**src/hdl/eida_pkg.sv**
```systemverilog
// Package: shared constants, types and codes of the extent ID allocator.
`timescale 1ns / 1ps
package eida_pkg;

  localparam int NUM_EXT    = 16;
  localparam int IDX_W      = $clog2(NUM_EXT);
  localparam int CNT_W      = $clog2(NUM_EXT + 1);
  localparam int NUM_PIECES = 16;
  localparam int PIECE_W    = $clog2(NUM_PIECES);
  localparam int ID_W       = 64;

  localparam logic [ID_W-1:0] RESET_BASE  = 64'h0000_0000_0010_0000;
  localparam logic [ID_W-1:0] RESET_TOTAL = 64'hffff_ffff_ffff_feff;
  // Default extent length, cut so the extent ends below the top of ID space
  localparam logic [ID_W-1:0] RESET_LEN   =
    (RESET_TOTAL > ~RESET_BASE) ? ~RESET_BASE : RESET_TOTAL;

  // Configuration register indexes
  localparam logic CFG_BASE_ID   = 1'b0;
  localparam logic CFG_TOTAL_IDS = 1'b1;

  // Request types
  localparam logic REQ_ALLOC = 1'b0;
  localparam logic REQ_FREE  = 1'b1;

  // Result status codes
  localparam logic [1:0] ST_OK        = 2'd0;
  localparam logic [1:0] ST_NONE_FREE = 2'd1;
  localparam logic [1:0] ST_FULL      = 2'd2;
  localparam logic [1:0] ST_OVERLAP   = 2'd3;

  typedef enum logic [1:0] {
    S_IDLE,
    S_ALLOC,
    S_SCAN,
    S_COMMIT
  } eida_state_t;

  // Controller to datapath
  typedef struct packed {
    logic accept;
    logic alloc;
    logic scan;
    logic commit;
  } eida_cmd_t;

  // Datapath to controller
  typedef struct packed {
    logic req_free;
    logic imm_done;
    logic alloc_last;
    logic scan_stop;
  } eida_sts_t;

endpackage

```
**src/hdl/eida_ctrl.sv**
```systemverilog
// Controller: sequences allocate pieces and the free scan and commit.
`timescale 1ns / 1ps
module eida_ctrl import eida_pkg::*; (
  input  logic      clk,
  input  logic      rst_n,
  input  logic      start,
  output logic      busy,
  input  eida_sts_t sts,
  output eida_cmd_t cmd
);

  eida_state_t state_r, state_nxt;

  always_ff @(posedge clk) begin
    if (!rst_n) begin
      state_r <= S_IDLE;
    end else begin
      state_r <= state_nxt;
    end
  end

  // Next state and commands
  always_comb begin
    state_nxt = state_r;
    cmd       = '0;
    busy      = (state_r != S_IDLE);
    unique case (state_r)
      S_IDLE: begin
        if (start) begin
          cmd.accept = 1'b1;
          if (!sts.imm_done) begin
            state_nxt = sts.req_free ? S_SCAN : S_ALLOC;
          end
        end
      end
      S_ALLOC: begin
        cmd.alloc = 1'b1;
        if (sts.alloc_last) state_nxt = S_IDLE;
      end
      S_SCAN: begin
        cmd.scan = 1'b1;
        if (sts.scan_stop) state_nxt = S_COMMIT;
      end
      S_COMMIT: begin
        cmd.commit = 1'b1;
        state_nxt  = S_IDLE;
      end
      default: state_nxt = S_IDLE;
    endcase
  end

endmodule

```
**config.mk**
```make
export PLATFORM = sky130hd
export DESIGN_NAME = eida_ctrl
export DESIGN_NICKNAME = d
export VERILOG_FILES = /design/src/hdl/eida_pkg.sv /design/src/hdl/eida_ctrl.sv
export SDC_FILE = /design/constraint.sdc
export NUM_CORES = 1
export LEC_CHECK = 0
export BUFFER_PORTS_ARGS = -buffer_cell sky130_fd_sc_hd__buf_2
export CELL_PAD_IN_SITES_DETAIL_PLACEMENT = 1
export CELL_PAD_IN_SITES_GLOBAL_PLACEMENT = 1
export CORE_AREA = 2 2 39 41
export CTS_CLUSTER_DIAMETER = 150
export DETAILED_ROUTE_END_ITERATION = 8
export DIE_AREA = 0 0 41 43
export PLACE_DENSITY_LB_ADDON = 0.1
export SLEW_MARGIN = 20
export SYNTH_ARGS = -nofsm -noshare
export SYNTH_HDL_FRONTEND = slang
export SYNTH_SLANG_ARGS = --single-unit
```
**constraint.sdc**
```tcl
create_clock -name clk -period 1.46 [get_ports clk]
set_input_delay 0.073 -clock clk [delete_from_list [all_inputs] [get_ports clk]]
set_output_delay 0.073 -clock clk [all_outputs]
set_load 0.1 [all_outputs]
```
==> results of run 1 <==
-- layer usage --
metal / vias up / routed length [um] / GRT usage
met2: 9 / 178 / 0.07813
met5: - / 0 / 0
met3: 0 / 70 / 0.07853
met4: 0 / 0 / 0.04000
met1: 67 / 127 / 0.04473
li1: 82 / - / -
-- through the flow --
step / area (um^2) / power [mW] / std cells / setup WS [ns] / util
3_3_place_gp: 217.7 / 0.1709 / 43 / 0.2334 / 0.1573
5_1_grt: 240.2 / 0.3107 / 46 / 0.1223 / 0.1736
3_5_place_dp: 217.7 / 0.1706 / 43 / 0.2415 / 0.1573
2_1_floorplan: 127.6 / 0.1412 / 16 / -0.3443 / -
6_report: 240.2 / 0.2880 / 46 / 0.1894 / 0.1736
4_1_cts: 240.2 / 0.2978 / 46 / 0.1703 / 0.1736
-- layout make-up --
cell class                 count  area (um^2)
clock buffer                   3        22.52
fill                         180         1144
inverter                       2        7.507
multi-input combinational     12        80.08
sequential                     2        40.04
tap                           16        20.02
timing repair buffer          11        70.07
-- final timing paths --
kind | cells after the start | start | slack [ns] | endpoint
worst max-delay path | 3 | state_r[0] | 0.19 | cmd[3]
worst max register to register | 3 | state_r[1] | 0.25 | state_r[0]
worst min register to register | 1 | state_r[0] | 0.51 | state_r[1]
worst min-delay path | 2 | rst_n | 0.08 | state_r[0]
-- power by group through the flow --
stage               sequential (mW)  combinational [mW]  clock (mW)
detailed placement           0.0629               0.108           0
CTS                          0.0622               0.108       0.128
global placement             0.0629               0.108           0
global route                 0.0627               0.112       0.136
finish                       0.0622               0.106       0.119
floorplan                    0.0618              0.0794           0
-- synth_stat cells --
cell | instances | area share
inv_1 | 2 | 0.061
or2_2 | 1 | 0.051
or4b_1 | 1 | 0.081
nand2_1 | 1 | 0.030
dfxtp_1 | 2 | 0.32
and2b_1 | 1 | 0.061
nor3b_1 | 1 | 0.061
nor2b_1 | 2 | 0.10
o21a_1 | 1 | 0.061
a21oi_1 | 1 | 0.040
and2_1 | 1 | 0.051
a31oi_1 | 1 | 0.051
nor2_1 | 1 | 0.030
-- kinds of logic after synthesis --
logic type | synth area share
flops | 0.3232
buf+inv | 0.06063
simple gates | 0.4647
compound gates | 0.1515
==> flow_summary.yaml, run 1 <==
status:
  status: "finished, final reports clean"
drt:
  wl_per_cell_um: 8.174
  dr_total_vias: 158
  vias_per_cell: 3.435
  drtAntennaViolNets: 0
  drtPass1Iterations: 2
  drc: 0
  wl_um: 376
  drtIter0Drc: 1
cells_and_area:
  final_common_cell: "buf_2"
  syn_to_final_growth_pct: 93.94
  top_register: "state_r"
  final_nets: 39
  drive_gt1_frac: 0.5667
  largestRegisters: "state_r: 2 flops"
  largest_register_ffs: 2
  diodes: 0
  final_cell_mix: "buf_2, clkbuf_4, nor2b_1, inv_1, dfxtp_1"
setup_path:
  crit_slowest_cell: "dfxtp_1"
  cp_max_fo: 6
  worst_ep_required_time_ns: 1.39
  worstPathArrival_ns: 1.20
  cp_top_family: "simple AND/OR/NAND/NOR gates"
  max_stage_delay_ns: 0.34
  cp_cell_sequence: "or2_2 -> nor2_2 -> buf_12"
  critPathKind: "flip-flop to output port"
  cp-start-kind: "flip-flop"
  worst_setup_path_end_kind: "output port"
  path_buf_inv: 1
power:
  leakage_nw: 0.1263
  clkPwrFrac: 0.414
  ir_drop_mv: 0.3119
  p_per_area_nw_per_um2: 1199
  p_sw_frac: 0.3834
  p_comb_frac: 0.370
  p_int_mw: 0.1776
  power_frac_seq: 0.216
  p_switching_mw: 0.1104
yosys:
  yosysWarnings: 0
  seq_area_frac_synth: 0.3232
  ys_ff_latch: 2
  syn-cell-area_um2: 123.9
  synth_cells: 16
  avgSynthCellArea_um2: 7.742
  synth.distinct_cells: 13
  syn-num-nets: 23
timing:
  finalClockSkew_ns: 0.002629
  hold_violations: 0
  worst_pin_slew_ns: 0.4856
  finalSetupTns_ns: 0
  post-route-min-period_ns: 1.271
  slew_violations: 0
  fmax_ghz: 0.7870
  maxSlewHeadroom: 0.6785
  finalCritPeriodShare: 0.8703
  grt_setup_unrepaired: "no"
  whs_ns: 0.07626
  setup_viol: 0
die:
  start_util: 0.08951
  fp.dieArea_um2: 1763
  ios: 12
  die_y_um: 43
  die_x_um: 41
  core_um2: 1384
  fp-row-count: 14
cts:
  cts_max_level: 1
  clock-root-buffer: "clkbuf_4"
  numCtsBuffers: 3
  cts_tree: "built"
  cts_setup_buffers: 0
  cts-resized-gates: 0
  cts_buffer_depth: 2
  cts_hold_buf: 0
  clk_latency_ns: 0.22
  cts.sinks: 2
  clkTransAtPathRegs_ns: 0.03
global_route:
  grt_max_degree: 8
  grt_pass1_vias: 155
  gr-total-overflow: 0
  track_usage: 0.06012
  antenna_found_initial: 0
  grt_pass1_wl_um: 614
worst_hold_path:
  hp-class: "input port to flip-flop"
run:
  drv_cap: 0
placement:
  gp_congestion: 0.5658
  io_buffers: 11
  dp_hpwl_um: 310.7
Power figures use the tool's default switching activity.
==> run 2, diff against run 1 <==
Settings changed: ABC_AREA from default to 1.
==> flow_summary.yaml, run 2 <==
drt:
  vias_per_cell: 3.586
  drtAntennaViolNets: 0
  drtIter0Drc: 0
  wl_per_cell_um: 8.052
  wl_um: 467
  drtPass1Iterations: 1
  dr_total_vias: 208
  drc: 0
global_route:
  track_usage: 0.06814
  grt_pass1_vias: 207
  antenna_found_initial: 0
  grt_max_degree: 7
  grt_pass1_wl_um: 752
  gr-total-overflow: 0
timing:
  setup_viol: 0
  slew_violations: 0
  setup_slack_ns: 0.1027
  fmax_ghz: 0.7368
  finalSetupTns_ns: 0
  finalClockSkew_ns: 0.0005288
  worst_pin_slew_ns: 0.4874
  grt_setup_unrepaired: "no"
  finalCritPeriodShare: 0.9296
  maxSlewHeadroom: 0.6773
  hold_violations: 0
  post-route-min-period_ns: 1.357
setup_path:
  worstPathArrival_ns: 1.28
  rr_worst_depth: 4
  r2r_end: "state_r[1]"
  r2r_start: "state_r[1]"
  r2r_slack_ns: 0.54
  worst_setup_path_end_kind: "output port"
  worst_ep_required_time_ns: 1.39
  critPathKind: "flip-flop to output port"
  cp_max_fo: 6
  cp-start-kind: "flip-flop"
cells_and_area:
  final_common_cell: "buf_2"
  top_register: "state_r"
  diodes: 0
  syn_to_final_growth_pct: 78.69
  final_cell_mix: "buf_2, inv_1, nand2_1, nor2_1"
  drive_gt1_frac: 0.4524
  largestRegisters: "state_r: 2 flops"
  layout.cells.non_filler: 58
  final_nets: 51
  largest_register_ffs: 2
yosys:
  yosys.area.top_type_share: 0.2623
  syn-num-nets: 35
  yosysWarnings: 0
  synth_top_area_cell: "dfxtp_1"
  synthTopCellsByCount: "inv_1, nand2_1, nor2_1"
  ys_ff_latch: 2
  synth_ff_type: "dfxtp_1"
  synth_cells: 28
  avgSynthCellArea_um2: 5.452
  seq_area_frac_synth: 0.2623
  synth.distinct_cells: 9
  syn-cell-area_um2: 152.6
  synthTopCellsByArea: "dfxtp_1, inv_1, nand2_1"
  synth_edf_count: 0
  async_reset_ff_frac: 0
die:
  fp-row-count: 14
  start_util: 0.1103
  ios: 12
  core_um2: 1384
  die_y_um: 43
  die_x_um: 41
  fp.dieArea_um2: 1763
cts:
  clkTransAtPathRegs_ns: 0.03
  cts_setup_buffers: 0
  numCtsBuffers: 3
  cts-resized-gates: 0
  cts_buffer_depth: 2
  cts_tree: "built"
  clk_latency_ns: 0.23
  cts.sinks: 2
  clock-root-buffer: "clkbuf_4"
  cts_max_level: 1
  cts_hold_buf: 0
power:
  p_switching_mw: 0.1846
  ir_drop_mv: 0.2613
  p_int_mw: 0.1936
  power_mw: 0.3783
  p_comb_frac: 0.489
  p_per_area_nw_per_um2: 1387
  power_frac_seq: 0.181
  p_sw_frac: 0.4881
  clkPwrFrac: 0.330
  leakage_nw: 0.1690
status:
  status: "finished, final reports clean"
placement:
  place_ws_ns: 0.3342
  dp_hpwl_um: 379.8
  gp_congestion: 0.6215
  io_buffers: 11
  dp_cells: 55
run:
  drv_cap: 0
worst_hold_path:
  hold_depth: 3
  hp-class: "input port to flip-flop"
  hold_end: "state_r[1]"
  min_from: "rst_n"
==> run 2: power groups by stage <==
stage | Clock, mW | Combinational (mW) | Sequential (mW)
floorplan | 0 | 0.145 | 0.0676
global placement | 0 | 0.185 | 0.0701
detailed placement | 0 | 0.186 | 0.0694
CTS | 0.129 | 0.186 | 0.0687
global route | 0.131 | 0.197 | 0.0697
finish | 0.125 | 0.185 | 0.0686
==> run 2: cells by family (layout without fill, tap and decap cells) <==
group | after synthesis | count (layout) | share of synthesized area
compound gates | 2 | 2 | 0.1147
buf+inv | 9 | 23 | 0.2213
flops | 2 | 2 | 0.2623
simple gates | 15 | 15 | 0.4016
==> run 2: final cells by class <==
class / instances / area (um^2)
Clock buffer: 3 / 22.52
Inverter: 9 / 33.78
Timing Repair Buffer: 11 / 70.07
Tap cell: 16 / 20.02
Multi-Input combinational cell: 17 / 86.33
Fill cell: 183 / 1111
Sequential cell: 2 / 40.04
==> run 2: worst max path at each step <==
stage                     startpoint  endpoint  depth (start not counted)
final                     state_r[0]      busy                          3
after global routing      state_r[0]      busy                          3
after CTS                 state_r[0]      busy                          3
after detailed placement  state_r[0]      busy                          3
after global placement    state_r[0]      busy                          3
after floorplan           state_r[1]    cmd[1]                          2
==> run 2: metrics by stage <==
step                hold slack [ns]  cell area, um^2  utilization
CTS                          0.1104            272.8       0.1971
global route                 0.1432            272.8       0.1971
finish                       0.1153            272.8       0.1971
global placement             0.3373            250.2       0.1808
floorplan                    0.2218            160.2            -
detailed placement           0.3418            250.2       0.1808
==> run 2: worst max-delay path, cell delays in order, from the launching register on <==
cell     delay (ns)
dfxtp_1        0.41
nor2_1         0.10
inv_1          0.11
buf_2          0.44
==> run 2: layer usage <==
layer  wire (um)  vias to the layer above  GRT usage
li1            -                      112          -
met1         191                       84    0.07029
met2         213                       10    0.08750
met3          52                        2    0.03141
met4          10                        0    0.08000
met5           0                        -          0
==> run 3, diff against run 2 <==
Settings changed: CELL_PAD_IN_SITES_DETAIL_PLACEMENT 1 to 2, CELL_PAD_IN_SITES_GLOBAL_PLACEMENT 1 to 2, PLACE_DENSITY from default to 0.64, PLACE_DENSITY_LB_ADDON 0.1 to default.
==> flow_summary.yaml, run 3 (synthesis results as in run 2) <==
status:
  status: "finished, final reports clean"
setup_path:
  cp_cell_sequence: "nor2_1 -> inv_1 -> buf_2"
  cp-start-kind: "flip-flop"
  r2r_start: "state_r[1]"
  path_buf_inv: 2
  crit_path_start: "state_r[0]"
  worst_setup_path_end_kind: "output port"
  rr_worst_depth: 4
  r2r_slack_ns: 0.54
  critPathKind: "flip-flop to output port"
  r2r_end: "state_r[1]"
  worst_ep_required_time_ns: 1.39
  cp_max_fo: 6
  worstPathArrival_ns: 1.29
  crit_slowest_cell: "buf_2"
  cp_top_family: "buffers and inverters"
  max_stage_delay_ns: 0.44
cells_and_area:
  final_cell_mix: "buf_2, inv_1, nand2_1, nor2_1"
  top_register: "state_r"
  final_common_cell: "buf_2"
  largest_register_ffs: 2
  largestRegisters: "state_r: 2 flops"
  diodes: 0
  drive_gt1_frac: 0.4524
  syn_to_final_growth_pct: 78.69
  final_nets: 51
worst_hold_path:
  hold_depth: 3
  hold_end: "state_r[0]"
  hp-class: "input port to flip-flop"
  min_from: "rst_n"
drt:
  wl_per_cell_um: 8.362
  drtIter0Drc: 1
  dr_total_vias: 208
  drtPass1Iterations: 2
  drtAntennaViolNets: 0
  drc: 0
  wl_um: 485
  vias_per_cell: 3.586
power:
  power_mw: 0.3764
  clkPwrFrac: 0.326
  p_comb_frac: 0.491
  p_switching_mw: 0.1829
  p_int_mw: 0.1935
  ir_drop_mv: 0.2516
  leakage_nw: 0.1690
  p_per_area_nw_per_um2: 1380
  p_sw_frac: 0.4859
  power_frac_seq: 0.183
global_route:
  antenna_found_initial: 0
  track_usage: 0.07315
  gr-total-overflow: 0
  grt_pass1_wl_um: 807
  grt_max_degree: 7
  grt_pass1_vias: 199
cts:
  clock-root-buffer: "clkbuf_4"
  cts_hold_buf: 0
  cts-resized-gates: 0
  clk_latency_ns: 0.23
  cts.sinks: 2
  numCtsBuffers: 3
  cts_buffer_depth: 2
  clkTransAtPathRegs_ns: 0.03
  cts_max_level: 1
  cts_setup_buffers: 0
  cts_tree: "built"
die:
  ios: 12
  fp-row-count: 14
  core_um2: 1384
  start_util: 0.1103
  die_x_um: 41
  fp.dieArea_um2: 1763
  die_y_um: 43
timing:
  hold_violations: 0
  slew_violations: 0
  grt_setup_unrepaired: "no"
  finalCritPeriodShare: 0.9356
  post-route-min-period_ns: 1.366
  setup_slack_ns: 0.09402
  setup_viol: 0
  finalClockSkew_ns: 0.004665
  fmax_ghz: 0.7321
  worst_pin_slew_ns: 0.4840
  maxSlewHeadroom: 0.6795
placement:
  io_buffers: 11
  gp_congestion: 0.6169
  dp_hpwl_um: 396.7
  place_ws_ns: 0.3098
run:
  drv_cap: 0
## run 3: worst max-delay path by stage
stage                     endpoint  cells after the start
final                         busy                      3
after global routing        cmd[1]                      3
after CTS                     busy                      3
after detailed placement      busy                      3
after global placement        busy                      3
after floorplan             cmd[1]                      2
## run 3: layout make-up
class,instances,area [um^2]
Timing Repair Buffer,11,70.07
Multi-Input combinational cell,17,86.33
Tap cell,16,20.02
Fill cell,178,1111
Sequential cell,2,40.04
Clock buffer,3,22.52
Inverter,9,33.78
## run 3: layer usage
metal  part of all wire  GRT usage  vias up
met5                  0          0        -
met1               0.43    0.08626       92
li1                   -          -      111
met3              0.049    0.04712        0
met4                  0    0.06000        0
met2               0.52    0.08750        5
## run 3: tightest hold or removal path, cell delays in order
cell and delay [ns]:
buf_2 0.09, inv_1 0.07, a211oi_2 0.05
## run 3: per-stage QoR
step	TNS (ns)	hold slack [ns]	util	instance area, um^2	std cells
after floorplan	-0.7638	0.2218	-	160.2	28
after global placement	0	0.3465	0.1808	250.2	55
after detailed placement	0	0.3457	0.1808	250.2	55
after CTS	0	0.1055	0.1971	272.8	58
after global routing	0	0.1170	0.1971	272.8	58
final	0	0.1104	0.1971	272.8	58
## run 3: power by group through the flow
stage	Sequential [mW]	Clock, mW	Combinational [mW]
2_1_floorplan	0.0676	0	0.145
3_3_place_gp	0.0691	0	0.186
3_5_place_dp	0.0700	0	0.187
4_1_cts	0.0692	0.132	0.188
5_1_grt	0.0706	0.139	0.195
6_report	0.0688	0.123	0.185
